**config.mk**
```make
export PLATFORM = sky130hd
export DESIGN_NAME = geohash_encoder_core
export DESIGN_NICKNAME = d
export VERILOG_FILES = /design/src/rtl/ghe_pkg.sv /design/src/rtl/geohash_encoder_core.sv /design/src/rtl/ghe_cell.sv
export SDC_FILE = /design/constraint.sdc
export NUM_CORES = 1
export LEC_CHECK = 0
export ABC_CLOCK_PERIOD_IN_PS = 9140
export BUFFER_PORTS_ARGS = -buffer_cell sky130_fd_sc_hd__buf_4
export CAP_MARGIN = 10
export CORE_MARGIN = 2
export CORE_UTILIZATION = 40
export CTS_CLUSTER_DIAMETER = 100
export DETAILED_ROUTE_END_ITERATION = 6
export PLACE_DENSITY = 0.53
export SLEW_MARGIN = 30
export SYNTH_ARGS = -nofsm -noshare
export SYNTH_HDL_FRONTEND = slang
export SYNTH_SLANG_ARGS = --single-unit
```
**constraint.sdc**
```tcl
create_clock -name clk -period 9.14 [get_ports clk]
set_clock_uncertainty 0.15 [all_clocks]
set_input_delay 0.457 -clock clk [delete_from_list [all_inputs] [get_ports clk]]
set_output_delay 0.457 -clock clk [all_outputs]
set_load 0.01 [all_outputs]
```
**src/rtl/ghe_pkg.sv**
```systemverilog
// geohash encoder package: widths, range limits, alphabet and the token type
// passed along the chain of character cells
// no dependencies
package ghe_pkg;

	localparam int MAX_CHARS = 12;
	localparam int CNT_W     = 4;
	localparam int LNG_W     = 32;
	localparam int LAT_W     = 31;

	localparam logic [CNT_W-1:0] CNT_DEFAULT = 4'd6;

	// half range of each axis in input units (2^-23 degree)
	localparam logic [LNG_W-1:0] LNG_HALF = 32'd1509949440;
	localparam logic [LAT_W-1:0] LAT_HALF = 31'd754974720;

	localparam logic signed [31:0] LNG_LIM_S = 32'sd1509949440;
	localparam logic signed [31:0] LAT_LIM_S = 32'sd754974720;

	localparam logic [255:0] ALPHA_STR = "0123456789bcdefghjkmnpqrstuvwxyz";

	typedef struct packed {
		logic             vld;
		logic             cv;
		logic             last;
		logic [CNT_W-1:0] cnt;
		logic [CNT_W-1:0] pos;
		logic [7:0]       ch;
		logic [LNG_W-1:0] lng_r;
		logic [LAT_W-1:0] lat_r;
	} tok_t;

	function automatic logic [7:0] geo_char(logic [4:0] idx);
		return ALPHA_STR[{5'd31 - idx, 3'b000} +: 8];
	endfunction

endpackage

```
**src/rtl/geohash_encoder_core.sv**
```systemverilog
// geohash encoder top level: input stage, chain of character cells, output register
// depends on ghe_pkg and ghe_cell
//
// One latitude/longitude beat yields char_count geohash characters (1..12,
// any other setting gives 6), one result beat per character in order, the
// final one flagged by hash_last. A coordinate out of range yields a single
// beat with coord_valid low. Characters leave at one per cycle while
// out_ready is high; an item passes from the input stage along the chain
// of twelve cells, one cell per character (only the first for a coordinate
// out of range), each cell doing five bisection steps. The next item is
// taken while the last character still waits in the output register.
module geohash_encoder_core import ghe_pkg::*; (
	input  logic               clk,
	input  logic               arst_n,
	input  logic               cfg_wr_en,
	input  logic [CNT_W-1:0]   cfg_wr_data,
	input  logic               in_valid,
	output logic               in_ready,
	input  logic signed [31:0] latitude,
	input  logic signed [31:0] longitude,
	output logic               out_valid,
	input  logic               out_ready,
	output logic [7:0]         hash_char,
	output logic [CNT_W-1:0]   char_position,
	output logic               coord_valid,
	output logic               hash_last
);

	logic [CNT_W-1:0] char_count_q;
	logic             fr_vld_q;
	tok_t             fr_q;
	tok_t             tok [MAX_CHARS+1];
	logic [MAX_CHARS-1:0] cell_vld;
	logic             in_acc;
	logic             move;
	logic             any_vld;
	tok_t             sel;
	logic             out_vld_q;
	logic [7:0]       ch_q;
	logic [CNT_W-1:0] pos_q;
	logic             cv_q;
	logic             last_q;
	logic signed [32:0] lat_sum;
	logic signed [32:0] lng_sum;
	logic             in_range;

	assign in_ready = !fr_vld_q && !any_vld;
	assign in_acc   = in_valid && in_ready;
	assign move     = !out_vld_q || out_ready;

	always_ff @(posedge clk or negedge arst_n) begin
		if (!arst_n) begin
			char_count_q <= CNT_DEFAULT;
		end else if (cfg_wr_en) begin
			char_count_q <= cfg_wr_data;
		end
	end

	// input stage
	assign lat_sum  = {latitude[31], latitude} + 33'sd754974720;
	assign lng_sum  = {longitude[31], longitude} + 33'sd1509949440;
	assign in_range = (latitude <= LAT_LIM_S) && (latitude >= -LAT_LIM_S) &&
		(longitude <= LNG_LIM_S) && (longitude >= -LNG_LIM_S);

	always_ff @(posedge clk or negedge arst_n) begin
		if (!arst_n) begin
			fr_vld_q <= 1'b0;
		end else begin
			fr_vld_q <= in_acc;
		end
	end

	always_ff @(posedge clk) begin
		if (in_acc) begin
			fr_q.vld   <= 1'b1;
			fr_q.cv    <= in_range;
			fr_q.last  <= 1'b0;
			fr_q.cnt   <= (char_count_q != '0 && char_count_q <= CNT_W'(MAX_CHARS)) ?
				char_count_q : CNT_DEFAULT;
			fr_q.pos   <= '0;
			fr_q.ch    <= '0;
			fr_q.lng_r <= lng_sum[LNG_W-1:0];
			fr_q.lat_r <= lat_sum[LAT_W-1:0];
		end
	end

	always_comb begin
		tok[0]     = fr_q;
		tok[0].vld = fr_vld_q;
	end

	// chain of character cells
	for (genvar c = 0; c < MAX_CHARS; c++) begin : g_cell
		logic ld;
		if (c == 0) begin : g_first
			assign ld = fr_vld_q;
		end else begin : g_rest
			assign ld = move && tok[c].vld && !tok[c].last;
		end
		ghe_cell u_cell (
			.clk    (clk),
			.arst_n (arst_n),
			.pos    (CNT_W'(c)),
			.load   (ld),
			.clear  (move && tok[c+1].vld),
			.tok_i  (tok[c]),
			.tok_o  (tok[c+1])
		);
		assign cell_vld[c] = tok[c+1].vld;
	end

	assign any_vld = |cell_vld;

	always_comb begin
		sel = '0;
		for (int k = 0; k < MAX_CHARS; k++) begin
			if (tok[k+1].vld) begin
				sel = sel | tok[k+1];
			end
		end
	end

	// output register
	always_ff @(posedge clk or negedge arst_n) begin
		if (!arst_n) begin
			out_vld_q <= 1'b0;
		end else if (move) begin
			out_vld_q <= any_vld;
		end
	end

	always_ff @(posedge clk) begin
		if (move && any_vld) begin
			ch_q   <= sel.ch;
			pos_q  <= sel.pos;
			cv_q   <= sel.cv;
			last_q <= sel.last;
		end
	end

	assign out_valid     = out_vld_q;
	assign hash_char     = ch_q;
	assign char_position = pos_q;
	assign coord_valid   = cv_q;
	assign hash_last     = last_q;

	// one item in flight
	a_one_token: assert property (@(posedge clk) disable iff (!arst_n)
		$onehot0({fr_vld_q, cell_vld}))
		else $error("more than one token in the cell chain");

	a_bad_coord: assert property (@(posedge clk) disable iff (!arst_n)
		out_valid && !coord_valid |-> hash_last && char_position == '0 && hash_char == '0)
		else $error("out of range beat not a single empty result");

	a_busy_after_accept: assert property (@(posedge clk) disable iff (!arst_n)
		in_valid && in_ready |=> !in_ready && fr_vld_q)
		else $error("accepted beat not held in input stage");

endmodule

```
**src/rtl/ghe_cell.sv**
```systemverilog
// geohash encoder cell: five bisection steps giving one character, registered
// depends on ghe_pkg
module ghe_cell import ghe_pkg::*; (
	input  logic             clk,
	input  logic             arst_n,
	input  logic [CNT_W-1:0] pos,
	input  logic             load,
	input  logic             clear,
	input  tok_t             tok_i,
	output tok_t             tok_o
);

	logic vld_q;
	tok_t pay_q;
	tok_t nxt;

	// residual r = (coord - low) * 2^k; bit is r > half, then r doubles
	always_comb begin
		logic [LNG_W-1:0] lr;
		logic [LAT_W-1:0] ar;
		logic [4:0]       sym;
		logic             b;
		lr  = tok_i.lng_r;
		ar  = tok_i.lat_r;
		sym = '0;
		for (int j = 0; j < 5; j++) begin
			if (pos[0] ^ j[0]) begin
				b  = ar > LAT_HALF;
				ar = b ? ((ar - LAT_HALF) << 1) : (ar << 1);
			end else begin
				b  = lr > LNG_HALF;
				lr = b ? ((lr - LNG_HALF) << 1) : (lr << 1);
			end
			sym = {sym[3:0], b};
		end
		nxt       = tok_i;
		nxt.vld   = 1'b1;
		nxt.pos   = tok_i.cv ? pos : '0;
		nxt.last  = !tok_i.cv || (pos == tok_i.cnt - 4'd1);
		nxt.ch    = tok_i.cv ? geo_char(sym) : 8'd0;
		nxt.lng_r = lr;
		nxt.lat_r = ar;
	end

	always_ff @(posedge clk or negedge arst_n) begin
		if (!arst_n) begin
			vld_q <= 1'b0;
		end else if (load) begin
			vld_q <= 1'b1;
		end else if (clear) begin
			vld_q <= 1'b0;
		end
	end

	always_ff @(posedge clk) begin
		if (load) begin
			pay_q <= nxt;
		end
	end

	always_comb begin
		tok_o     = pay_q;
		tok_o.vld = vld_q;
	end

endmodule
```
* Word-level counts from Yosys, hierarchy flattened *
Cells that the tools add are included.

word-level totals
  register bits after elaboration = 1068
  logic and storage cells = 482
  memory bits (read-only) = 0
  memories kept = 0
  bits in latches = 0
  memory bits (writable) = 0
  input bits = 73

cells by class
  multipliers = 0
  equal/unequal tests = 11
  multiplexer cells = 107
  shift-type cells = 12
  reduce and logical (&&, ||, !) cells = 84
  bitwise gates (word level) = 11
  magnitude comparators = 65
  add/sub/neg operators = 86
  divide/modulo/power cells = 0

operators by type and width
  operator                                                                               count
  256-bit by 9-bit variable part select with 8-bit output, first input constant          12
  81-bit 2-to-1 mux                                                                      12
  32-bit by 31-bit > comparator with 1-bit output, second input constant                 30
  32-bit 2-to-1 mux                                                                      30
  31-bit by 30-bit > comparator with 1-bit output, second input constant                 30
  31-bit 2-to-1 mux                                                                      30
  31-bit subtractor, second input constant                                               30
  30-bit subtractor, second input constant                                               30
  81-bit bitwise OR                                                                      11
  5-bit subtractor, first input constant                                                 12
  4-bit by 1-bit subtractor with 4-bit output, second input constant                     12
  32-bit adder, second input constant                                                    1
  32-bit by 31-bit greater-or-equal comparator with 1-bit output, second input constant  1
  32-bit greater-or-equal comparator, second input constant                              1
  32-bit by 31-bit less-or-equal comparator with 1-bit output, second input constant     1
  32-bit less-or-equal comparator, second input constant                                 1
  31-bit adder, second input constant                                                    1
  1-bit logical AND                                                                      30
  1-bit logical NOT                                                                      26
  1-bit 2-to-1 mux                                                                       25
  2-bit nonzero test                                                                     12
  3-bit by 4-bit equality test with 1-bit output, first input constant                   4
  4-bit equality test, first input constant                                              4
  4-bit 2-to-1 mux                                                                       4
  other kinds (9)                                                                        26

* Logic depth before layout (Yosys ltp) *
Gate-level depths: netlist of run 1.

  depth after elaboration = 23
  gate-level depth with buffers = 21
  gate-level depth less buffers = 20

* Modules after synthesis *
A second synthesis of run 1 with hierarchy kept.

second synthesis, totals
  cell total of the unflattened synthesis = 9490
  area total of the unflattened synthesis = 89500.8 µm²

modules (own cells, without submodules)
  module                            seq. area each (µm²)  area an instance (µm²)  cells each  instances
  ghe_cell at g_cell[0].u_cell ...  2427.3                6974.2                  754         8
  ghe_cell at g_cell[3].u_cell ...  2427.3                7368.3                  776         3
  ghe_cell at g_cell[9].u_cell      2427.3                7378.3                  814         1
  geohash_encoder_core              2615.0                4224.1                  316         1

* Least setup slack after synthesis of run 1 *
OpenSTA, ideal clock, no wires.

  kind = register -> register
  from = reg out_vld_q (netlist: out_valid)
  to = reg g_cell[1].u_cell.pay_q, in the netlist g_cell[1].u_cell.tok_o[10] (enable)
  data required time = 8.402 ns
  path buffers = 2
  stages on the path, launching flop included = 5
  path slack = 2.612 ns
  arrival = 5.790 ns
  cell sequence = dfrtp_1 nor2b_1 clkbuf_1 clkbuf_1 nor3b_1

on the way
  cells in the longest elaborated chain, start to end = 4

RTL lines
  what                            RTL line                     source
  start: declaration              geohash_encoder_core.sv:38   logic out_vld_q;
  start signal: assignment        geohash_encoder_core.sv:128  out_vld_q <= any_vld;
  1-bit logical NOT               geohash_encoder_core.sv:49   assign move = !out_vld_q || out_ready;
  1-bit logical OR                geohash_encoder_core.sv:49
  1-bit logical AND (2 in a row)  geohash_encoder_core.sv:98   assign ld = move && tok[c].vld && !tok[c].last;
  named net g_cell[1].ld          geohash_encoder_core.sv:94   logic ld;
  end signal: assignment          ghe_cell.sv:57               pay_q <= nxt;
  end: declaration                ghe_cell.sv:14               tok_t pay_q;

The timed path passes the listed nets, and every way through them passes these cells.
A chain may end at the register's enable or synchronous reset.

* Final worst setup path of run 1 *
  from = reg g_cell[5].u_cell.pay_q, in the netlist g_cell[5].u_cell.tok_o[50]
  to = reg g_cell[6].u_cell.pay_q, in the netlist g_cell[6].u_cell.tok_o[63] (data pin)

on the way
  cells in the longest elaborated chain, start to end = 7
  elaborated cells on any way between the ends = 9

RTL lines
  what                                                                                         RTL line                        source
  start: declaration                                                                           ghe_cell.sv:14
  start signal: assignment                                                                     ghe_cell.sv:57
  31-bit subtractor / 32-bit by 31-bit > comparator with 1-bit output (equally long branches)  ghe_cell.sv:32, ghe_cell.sv:31
  32-bit 2-to-1 mux                                                                            ghe_cell.sv:32                  lr = b ? ((lr - LNG_HALF) << 1) : (lr << 1);
  31-bit subtractor / 32-bit by 31-bit > comparator with 1-bit output (equally long branches)  n/a
  32-bit 2-to-1 mux                                                                            ghe_cell.sv:32
  32-bit by 31-bit > comparator with 1-bit output                                              n/a
  5-bit subtractor (*)                                                                         ghe_pkg.sv:34                   return ALPHA_STR[{5'd31 - idx, 3'b000} +: 8];
  256-bit by 9-bit variable part select with 8-bit output (*)                                  ghe_pkg.sv:34
  end signal: assignment                                                                       ghe_cell.sv:57
  end: declaration                                                                             ghe_cell.sv:14

Every way passes the cells marked *; elsewhere a longest branch is shown, timed or not.

==> results.sh, run 1 <==
export IMPL_rsz0062_at_grt="no"
export IMPL_drt_iter0_drc=1762
export IMPL_slew_headroom=0.3673
export IMPL_clkTransAtPathRegs_ns=0.06
export IMPL_hold_class="input pin to flop"
export IMPL_grt_max_degree=68
export IMPL_cts_tree="built"
export IMPL_setup_viol=0
export IMPL_antenna_found_initial=0
export IMPL_crit_fanout=18
export IMPL_synth_edff_count=600
export IMPL_ant_nets=0
export IMPL_io_pins=89
export IMPL_max_stage_delay_ns=0.82
export IMPL_start_kind="flop"
export IMPL_cp_data_arrival_time_ns=5.96
export IMPL_postSynthCellCount=2902
export IMPL_finalHoldViolations=0
export IMPL_path_class="flop to flop"
export IMPL_synthTopCellsByCount="600 x edfxtp_1, 220 x nor2_1, 182 x nand2_1"
export IMPL_p_leak_uw=0.01341
export IMPL_drv_slew=0
export IMPL_hpwl_um=57980
export IMPL_ir_worst_vdd_mv=0.2264
export IMPL_synth_cell_types=102
export IMPL_fin_nets=3229
export IMPL_diodes=0
export IMPL_first_global_vias=22924
export IMPL_slowest_stage="a31oi_1"
export IMPL_rows=105
export IMPL_postSynthAreaPerCell_sq_um=11.42
export IMPL_cts_max_path_buffers=3
export IMPL_worst_slack_ns=3.383
export IMPL_finalPower_uw=10170
export IMPL_crit_path_frequent_cell="nor2_1"
export IMPL_synth_nets=3077
export IMPL_async_reset_ff_frac=0.02913
export IMPL_synth_top_area_cell="edfxtp_1"
export IMPL_portBuffers=87
export IMPL_netlist_area_sq_um=33150
export IMPL_yosys_top_cells_area="edfxtp_1 54%, xnor2_1 4.4%, ha_1 3.8%"
export IMPL_required_ns=9.34
export IMPL_period_needed_ns=5.757
export IMPL_maxCapViolations=0
export IMPL_vias_per_cell=5.582
export IMPL_drc=0
export IMPL_start_util=0.4037
export IMPL_cts_buffers=71
export IMPL_core_sq_um=82110
export IMPL_post_route_period_util=0.6299
export IMPL_drive_gt1_frac=0.1039
export IMPL_pre_cts_ws_ns=3.477
export IMPL_fp_dieH_um=291.9
export IMPL_gr_total_overflow=0
export IMPL_critical_path_top_delay_family="compound AO/OA/AOI/OAI gates"
export IMPL_finalNonFillerCells=4178
export IMPL_cts_setup_buffers=0
export IMPL_max_freq_mhz=173.7
export IMPL_synth_seq_cells=618
export IMPL_ys_flop_type="edfxtp_1"
export IMPL_grt_pass1_wl_um=124600
export IMPL_grt_use_total=0.1821
export IMPL_synth_top_cell_area_share=0.5435
export IMPL_status="completed"
export IMPL_dieArea_sq_um=85190
export IMPL_post_drt_wl_per_cell_um=18.63
export IMPL_end_kind="flop"
export IMPL_tightest_slew_ns=0.9446
export IMPL_drt_pass1_iterations=7
export IMPL_dp_cells=3984
export IMPL_insertion_delay_ns=0.62
export IMPL_htreeDepth=3
export IMPL_worstPathCellList="nor4_1, nand4_1, a31oi_1, nor2_1, xnor2_1, o311a_1, or4_1, o221a_2, a31oi_1, nand2_2, ha_1, nor2_1, nor2_1, a221o_1, and3_1"
export IMPL_seq_area_frac_synth=0.5572
export IMPL_power_density_nw_per_um2=267.0
export IMPL_die_x_um=291.9
export IMPL_area_delta_synth_final_pct=14.95
export IMPL_yosysMostFrequentCell="edfxtp_1"
export IMPL_ys_warn_count=0
export IMPL_wl_um=77830
export IMPL_place_gp_congestion=0.8823
export IMPL_fin_setup_tns_ns=0
export IMPL_cts_resized=0
export IMPL_cp_buffers_inverters=0
export IMPL_cts_root_buf="clkbuf_16"
export IMPL_hold_buffers=66
export IMPL_cts_sinks=618
export IMPL_vias=23320
-- cells by family after synthesis --
logic type / after synthesis / synth area share
buf+inv: 235 / 0.02759
xor+xnor: 225 / 0.05945
other cells: 1 / 0.0001131
compound gates: 785 / 0.1616
mux: 52 / 0.01642
flops: 618 / 0.5572
simple gates: 877 / 0.1370
fa+ha+maj: 109 / 0.04061
-- flip-flops by register name, indices dropped and copies added (netlist names) --
| signal | flops |
|---|---|
| g_cell.u_cell.tok_o | 519 |
| fr_q | 68 |
| g_cell.u_cell.vld_q | 12 |
| hash_char | 7 |
| char_count_q | 4 |
| char_position | 4 |
| coord_valid | 1 |
| fr_vld_q | 1 |
| hash_last | 1 |
| out_valid | 1 |
-- path summary, 6_finish.rpt --
kind | from | endpoint | slack, ns | cells after the start
worst max-delay path | g_cell[5].u_cell.tok_o[50]$_DFFE_PP_ | g_cell[6].u_cell.tok_o[63]$_SDFFCE_PN0P_ | 3.38 | 15
worst min-delay path | in_valid | fr_vld_q$_DFF_PN0_ | 0.03 | 2
worst max register to register | g_cell[5].u_cell.tok_o[50]$_DFFE_PP_ | g_cell[6].u_cell.tok_o[63]$_SDFFCE_PN0P_ | 3.38 | 15
worst min register to register | g_cell[4].u_cell.tok_o[78]$_DFFE_PP_ | g_cell[5].u_cell.tok_o[78]$_DFFE_PP_ | 0.28 | 0
max in group asynchronous | arst_n | char_count_q[1]$_DFFE_PN1P_ | 8.43 | 2
min in group asynchronous | arst_n | g_cell[10].u_cell.vld_q$_DFFE_PN0P_ | 0.11 | 2
-- cells in the final DEF (no fill, tap or decap), types with 21 or more instances in the layout --
master         synthesis  routed
edfxtp_1             600     600
nor2_1               220     219
nand2_1              182     182
o21ai_0              179     178
xnor2_1              166     166
a21oi_1              140     140
inv_1                125     125
buf_4                  2     118
ha_1                 102     102
clkbuf_16              0      73
nor4_1                72      72
dlygate4sd3_1          0      66
nor3_1                62      62
xor2_1                59      59
nand3_1               53      53
a31oi_1               46      43
mux2i_1               36      36
a21o_1                36      36
and2_1                36      35
nand4_1               35      35
a221oi_1              33      33
or3_1                 30      30
a22o_1                29      29
a211oi_1              28      28
and3_1                28      28
o21a_1                27      27
o31ai_1               26      26
a22oi_1               26      26
nand2b_1              25      25
nor2b_1               26      25
o311a_1               22      22
o211ai_1              21      21
-- stage by stage --
stage / cell area [sq um] / hold slack [ns] / utilization
final: 38100 / 0.03253 / 0.4641
after global routing: 38100 / 0.01585 / 0.4641
after CTS: 38070 / 0.0003589 / 0.4636
after detailed placement: 35020 / 0.2028 / 0.4265
after global placement: 35000 / 0.2001 / 0.4263
after floorplan: 33150 / 0.01141 / -
-- per-layer routing --
metal / vias up / global-route usage / part of all wire
met3: 106 / 0.02375 / 0.039
met5: - / 0 / 0
met4: 0 / 0.05695 / 0.024
met1: 11293 / 0.2352 / 0.44
met2: 496 / 0.3175 / 0.50
li1: 11425 / - / -
-- power breakdown --
group | internal [uW] | switching, uW | total (uW) | leakage (uW)
clock | 1720 | 1140 | 2870 | 0.00115
combinational | 1280 | 1880 | 3150 | 0.00655
sequential | 3820 | 334 | 4150 | 0.00571
-- area by class of cell --
class / count / area [sq um]
Fill cell: 7272 / 44010
Sequential cell: 618 / 18470
Multi-Input combinational cell: 2049 / 13870
Clock buffer: 85 / 1902
Timing Repair Buffer: 184 / 1546
Tap cell: 1070 / 1339
Inverter: 130 / 488.0
Clock inverter: 42 / 484.2
Power figures use the tool's default switching activity.
==> run 2, diff against run 1 <==
--- a/config.mk
+++ b/config.mk
@@ -5,14 +5,14 @@
 export SDC_FILE = /design/constraint.sdc
 export NUM_CORES = 1
 export LEC_CHECK = 0
-export ABC_CLOCK_PERIOD_IN_PS = 9140
+export ABC_CLOCK_PERIOD_IN_PS = 4750
 export BUFFER_PORTS_ARGS = -buffer_cell sky130_fd_sc_hd__buf_4
 export CAP_MARGIN = 10
 export CORE_MARGIN = 2
 export CORE_UTILIZATION = 40
 export CTS_CLUSTER_DIAMETER = 100
 export DETAILED_ROUTE_END_ITERATION = 6
-export PLACE_DENSITY = 0.53
+export PLACE_DENSITY = 0.55
 export SLEW_MARGIN = 30
 export SYNTH_ARGS = -nofsm -noshare
 export SYNTH_HDL_FRONTEND = slang
==> constraint.sdc (replaced) <==
create_clock -name clk -period 4.75 [get_ports clk]
set_clock_uncertainty 0.15 [all_clocks]
set_input_delay 0.2375 -clock clk [delete_from_list [all_inputs] [get_ports clk]]
set_output_delay 0.2375 -clock clk [all_outputs]
set_load 0.01 [all_outputs]
==> run 2 against run 1 <==
Compared with the run above: clock-buffer cell count grew 2; core utilization grew 0.88 points; hold slack gained 0.057 ns; final cell count grew 2.0%; critical path depth grew 1; sequential share of layout area shrank 0.90 points; register-to-register slack lost 3.2 ns; final area grew 1.9%; power grew 94%; sequential power grew 92%; die area is the same; critical endpoint is now g_cell[8].u_cell.tok_o[64]$_SDFFCE_PN0P_; largest cell class unchanged; largest power group unchanged.
==> results.sh, run 2 (synthesis results as in run 1) <==
export IMPL_cts_root_buf="clkbuf_16"
export IMPL_vias=23876
export IMPL_fp_dieH_um=291.9
export IMPL_multiInputGateArea_sq_um=14030
export IMPL_portBuffers=87
export IMPL_reg2regPathDepth=16
export IMPL_rows=105
export IMPL_layout_common_cells="600 x edfxtp_1, 218 x nor2_1, 182 x nand2_1"
export IMPL_clkTransAtPathRegs_ns=0.06
export IMPL_drt_iter0_drc=1786
export IMPL_io_pins=89
export IMPL_area_delta_synth_final_pct=17.12
export IMPL_worstPathCellList="or4_1, o31a_1, a21oi_2, xnor2_1, nand4_1, or3b_2, a21oi_1, a2111oi_2, nor3_1, buf_4, buf_4, inv_1, ha_1, xnor2_1, nor2_1, o21a_1"
export IMPL_hold_class="input pin to flop"
export IMPL_power_density_nw_per_um2=507.1
export IMPL_rrSetupSlack_ns=0.19
export IMPL_cp_buffers_inverters=3
export IMPL_largest_register_ffs=519
export IMPL_insertion_delay_ns=0.61
export IMPL_critical_path_top_delay_family="simple AND/OR/NAND/NOR gates"
export IMPL_status="completed"
export IMPL_slowest_stage="or4_1"
export IMPL_tightest_slew_ns=0.9236
export IMPL_antenna_found_initial=0
export IMPL_die_x_um=291.9
export IMPL_start_util=0.4037
export IMPL_crit_fanout=8
export IMPL_p_leak_uw=0.01380
export IMPL_drt_pass1_iterations=7
export IMPL_place_gp_congestion=0.8870
export IMPL_drive_gt1_frac=0.1285
export IMPL_required_ns=4.96
export IMPL_end_kind="flop"
export IMPL_start_kind="flop"
export IMPL_final_common_cell="edfxtp_1"
export IMPL_worst_slack_ns=0.1947
export IMPL_max_stage_delay_ns=0.58
export IMPL_gr_total_overflow=0
export IMPL_grt_pass1_wl_um=125400
export IMPL_path_class="flop to flop"
export IMPL_dieArea_sq_um=85190
export IMPL_seqCellArea_sq_um=18470
export IMPL_ant_nets=0
export IMPL_post_route_cell_area_sq_um=38830
export IMPL_cts_buffers=72
export IMPL_cp_data_arrival_time_ns=4.77
export IMPL_place_area_sq_um=35500
export IMPL_setup_viol=0
export IMPL_finalHoldViolations=0
export IMPL_diodes=0
export IMPL_pre_cts_ws_ns=0.01496
export IMPL_max_freq_mhz=219.5
export IMPL_ir_worst_vdd_mv=0.3493
export IMPL_post_route_util=0.4729
export IMPL_drv_slew=0
export IMPL_hpwl_um=58260
export IMPL_cts_max_path_buffers=3
export IMPL_first_global_vias=23559
export IMPL_cp_depth=16
export IMPL_post_drt_wl_per_cell_um=18.37
export IMPL_post_route_period_util=0.9590
export IMPL_grt_use_total=0.1823
export IMPL_slew_headroom=0.3843
export IMPL_period_needed_ns=4.555
export IMPL_fin_nets=3309
export IMPL_core_sq_um=82110
export IMPL_wl_um=78250
export IMPL_maxCapViolations=0
export IMPL_cts_tree="built"
export IMPL_drc=0
export IMPL_htreeDepth=3
export IMPL_vias_per_cell=5.605
export IMPL_fillers=7235
export IMPL_whs_path_depth=4
export IMPL_grt_max_degree=70
export IMPL_cts_sinks=618
run 2: changes by cell type in the layout (fill, tap and decap cells not counted), sizes merged:
cell / previous run / this run
buf: 118 / 182
bufinv: 8 / 4
clkbuf: 85 / 87
clkinv: 26 / 32
clkinvlp: 6 / 5
dlygate4sd3: 66 / 81
run 2: path summary, 6_finish.rpt:
path	startpoint	endpoint
worst max-delay path	g_cell[7].u_cell.tok_o[52]$_DFFE_PP_	g_cell[8].u_cell.tok_o[64]$_SDFFCE_PN0P_
worst min-delay path	out_ready	out_valid$_DFFE_PN0N_
worst max register to register	g_cell[7].u_cell.tok_o[52]$_DFFE_PP_	g_cell[8].u_cell.tok_o[64]$_SDFFCE_PN0P_
worst min register to register	g_cell[4].u_cell.tok_o[78]$_DFFE_PP_	g_cell[5].u_cell.tok_o[78]$_DFFE_PP_
max in group asynchronous	arst_n	fr_vld_q$_DFF_PN0_
min in group asynchronous	arst_n	char_count_q[1]$_DFFE_PN1P_
run 2: what timing repair did:
action	CTS	global route
hold endpoints to repair	86	0
pin swaps	0	3
setup buffers	0	2
setup endpoints to repair	2	43
hold buffers	82	0
gates resized for setup	1	30
run 2: area by class of cell:
cell class / instances / share of cell area
tap: 1070 / 0.03448
sequential: 618 / 0.4758
clock inverter: 43 / 0.01005
inverter: 130 / 0.01257
clock buffer: 87 / 0.04976
multi-input combinational: 2049 / 0.3614
timing repair buffer: 263 / 0.05601
run 2: where the power goes:
group	switching, uW	leakage [uW]	internal (uW)
logic	3730	0.00696	2630
registers	614	0.00571	7340
clock network	2220	0.00113	3150
total	6570	0.0138	13100
run 2: worst register-to-register path: cells and delay by family (launching register included):
kind / cells / cell delay [ns]
and+or+nand+nor: 5 / 1.55
AOI/OAI and AO/OA: 5 / 1.07
xor gates and xnor gates: 2 / 0.50
DFF: 1 / 0.42
buffers and inverters: 3 / 0.32
adders and majority gates: 1 / 0.29
run 2: per-layer routing:
metal	track usage	vias to the layer above	share of wire	wire (um)
li1	-	11585	-	-
met1	0.2324	11603	0.44	34080
met2	0.3211	570	0.50	38900
met3	0.02420	118	0.044	3413
met4	0.05670	0	0.024	1859
met5	0	-	0	0
run 2: through the flow:
stage / total power [uW] / cells / hold slack [ns] / setup TNS, ns
after floorplan: 12450 / 2902 / -0.2081 / 0
after global routing: 20900 / 4260 / 0.1102 / -0.02161
after CTS: 19810 / 4258 / 0.05955 / 0
final: 19690 / 4260 / 0.08977 / 0
after global placement: 14120 / 4046 / -0.004257 / 0
after detailed placement: 14310 / 4046 / -0.0007830 / 0
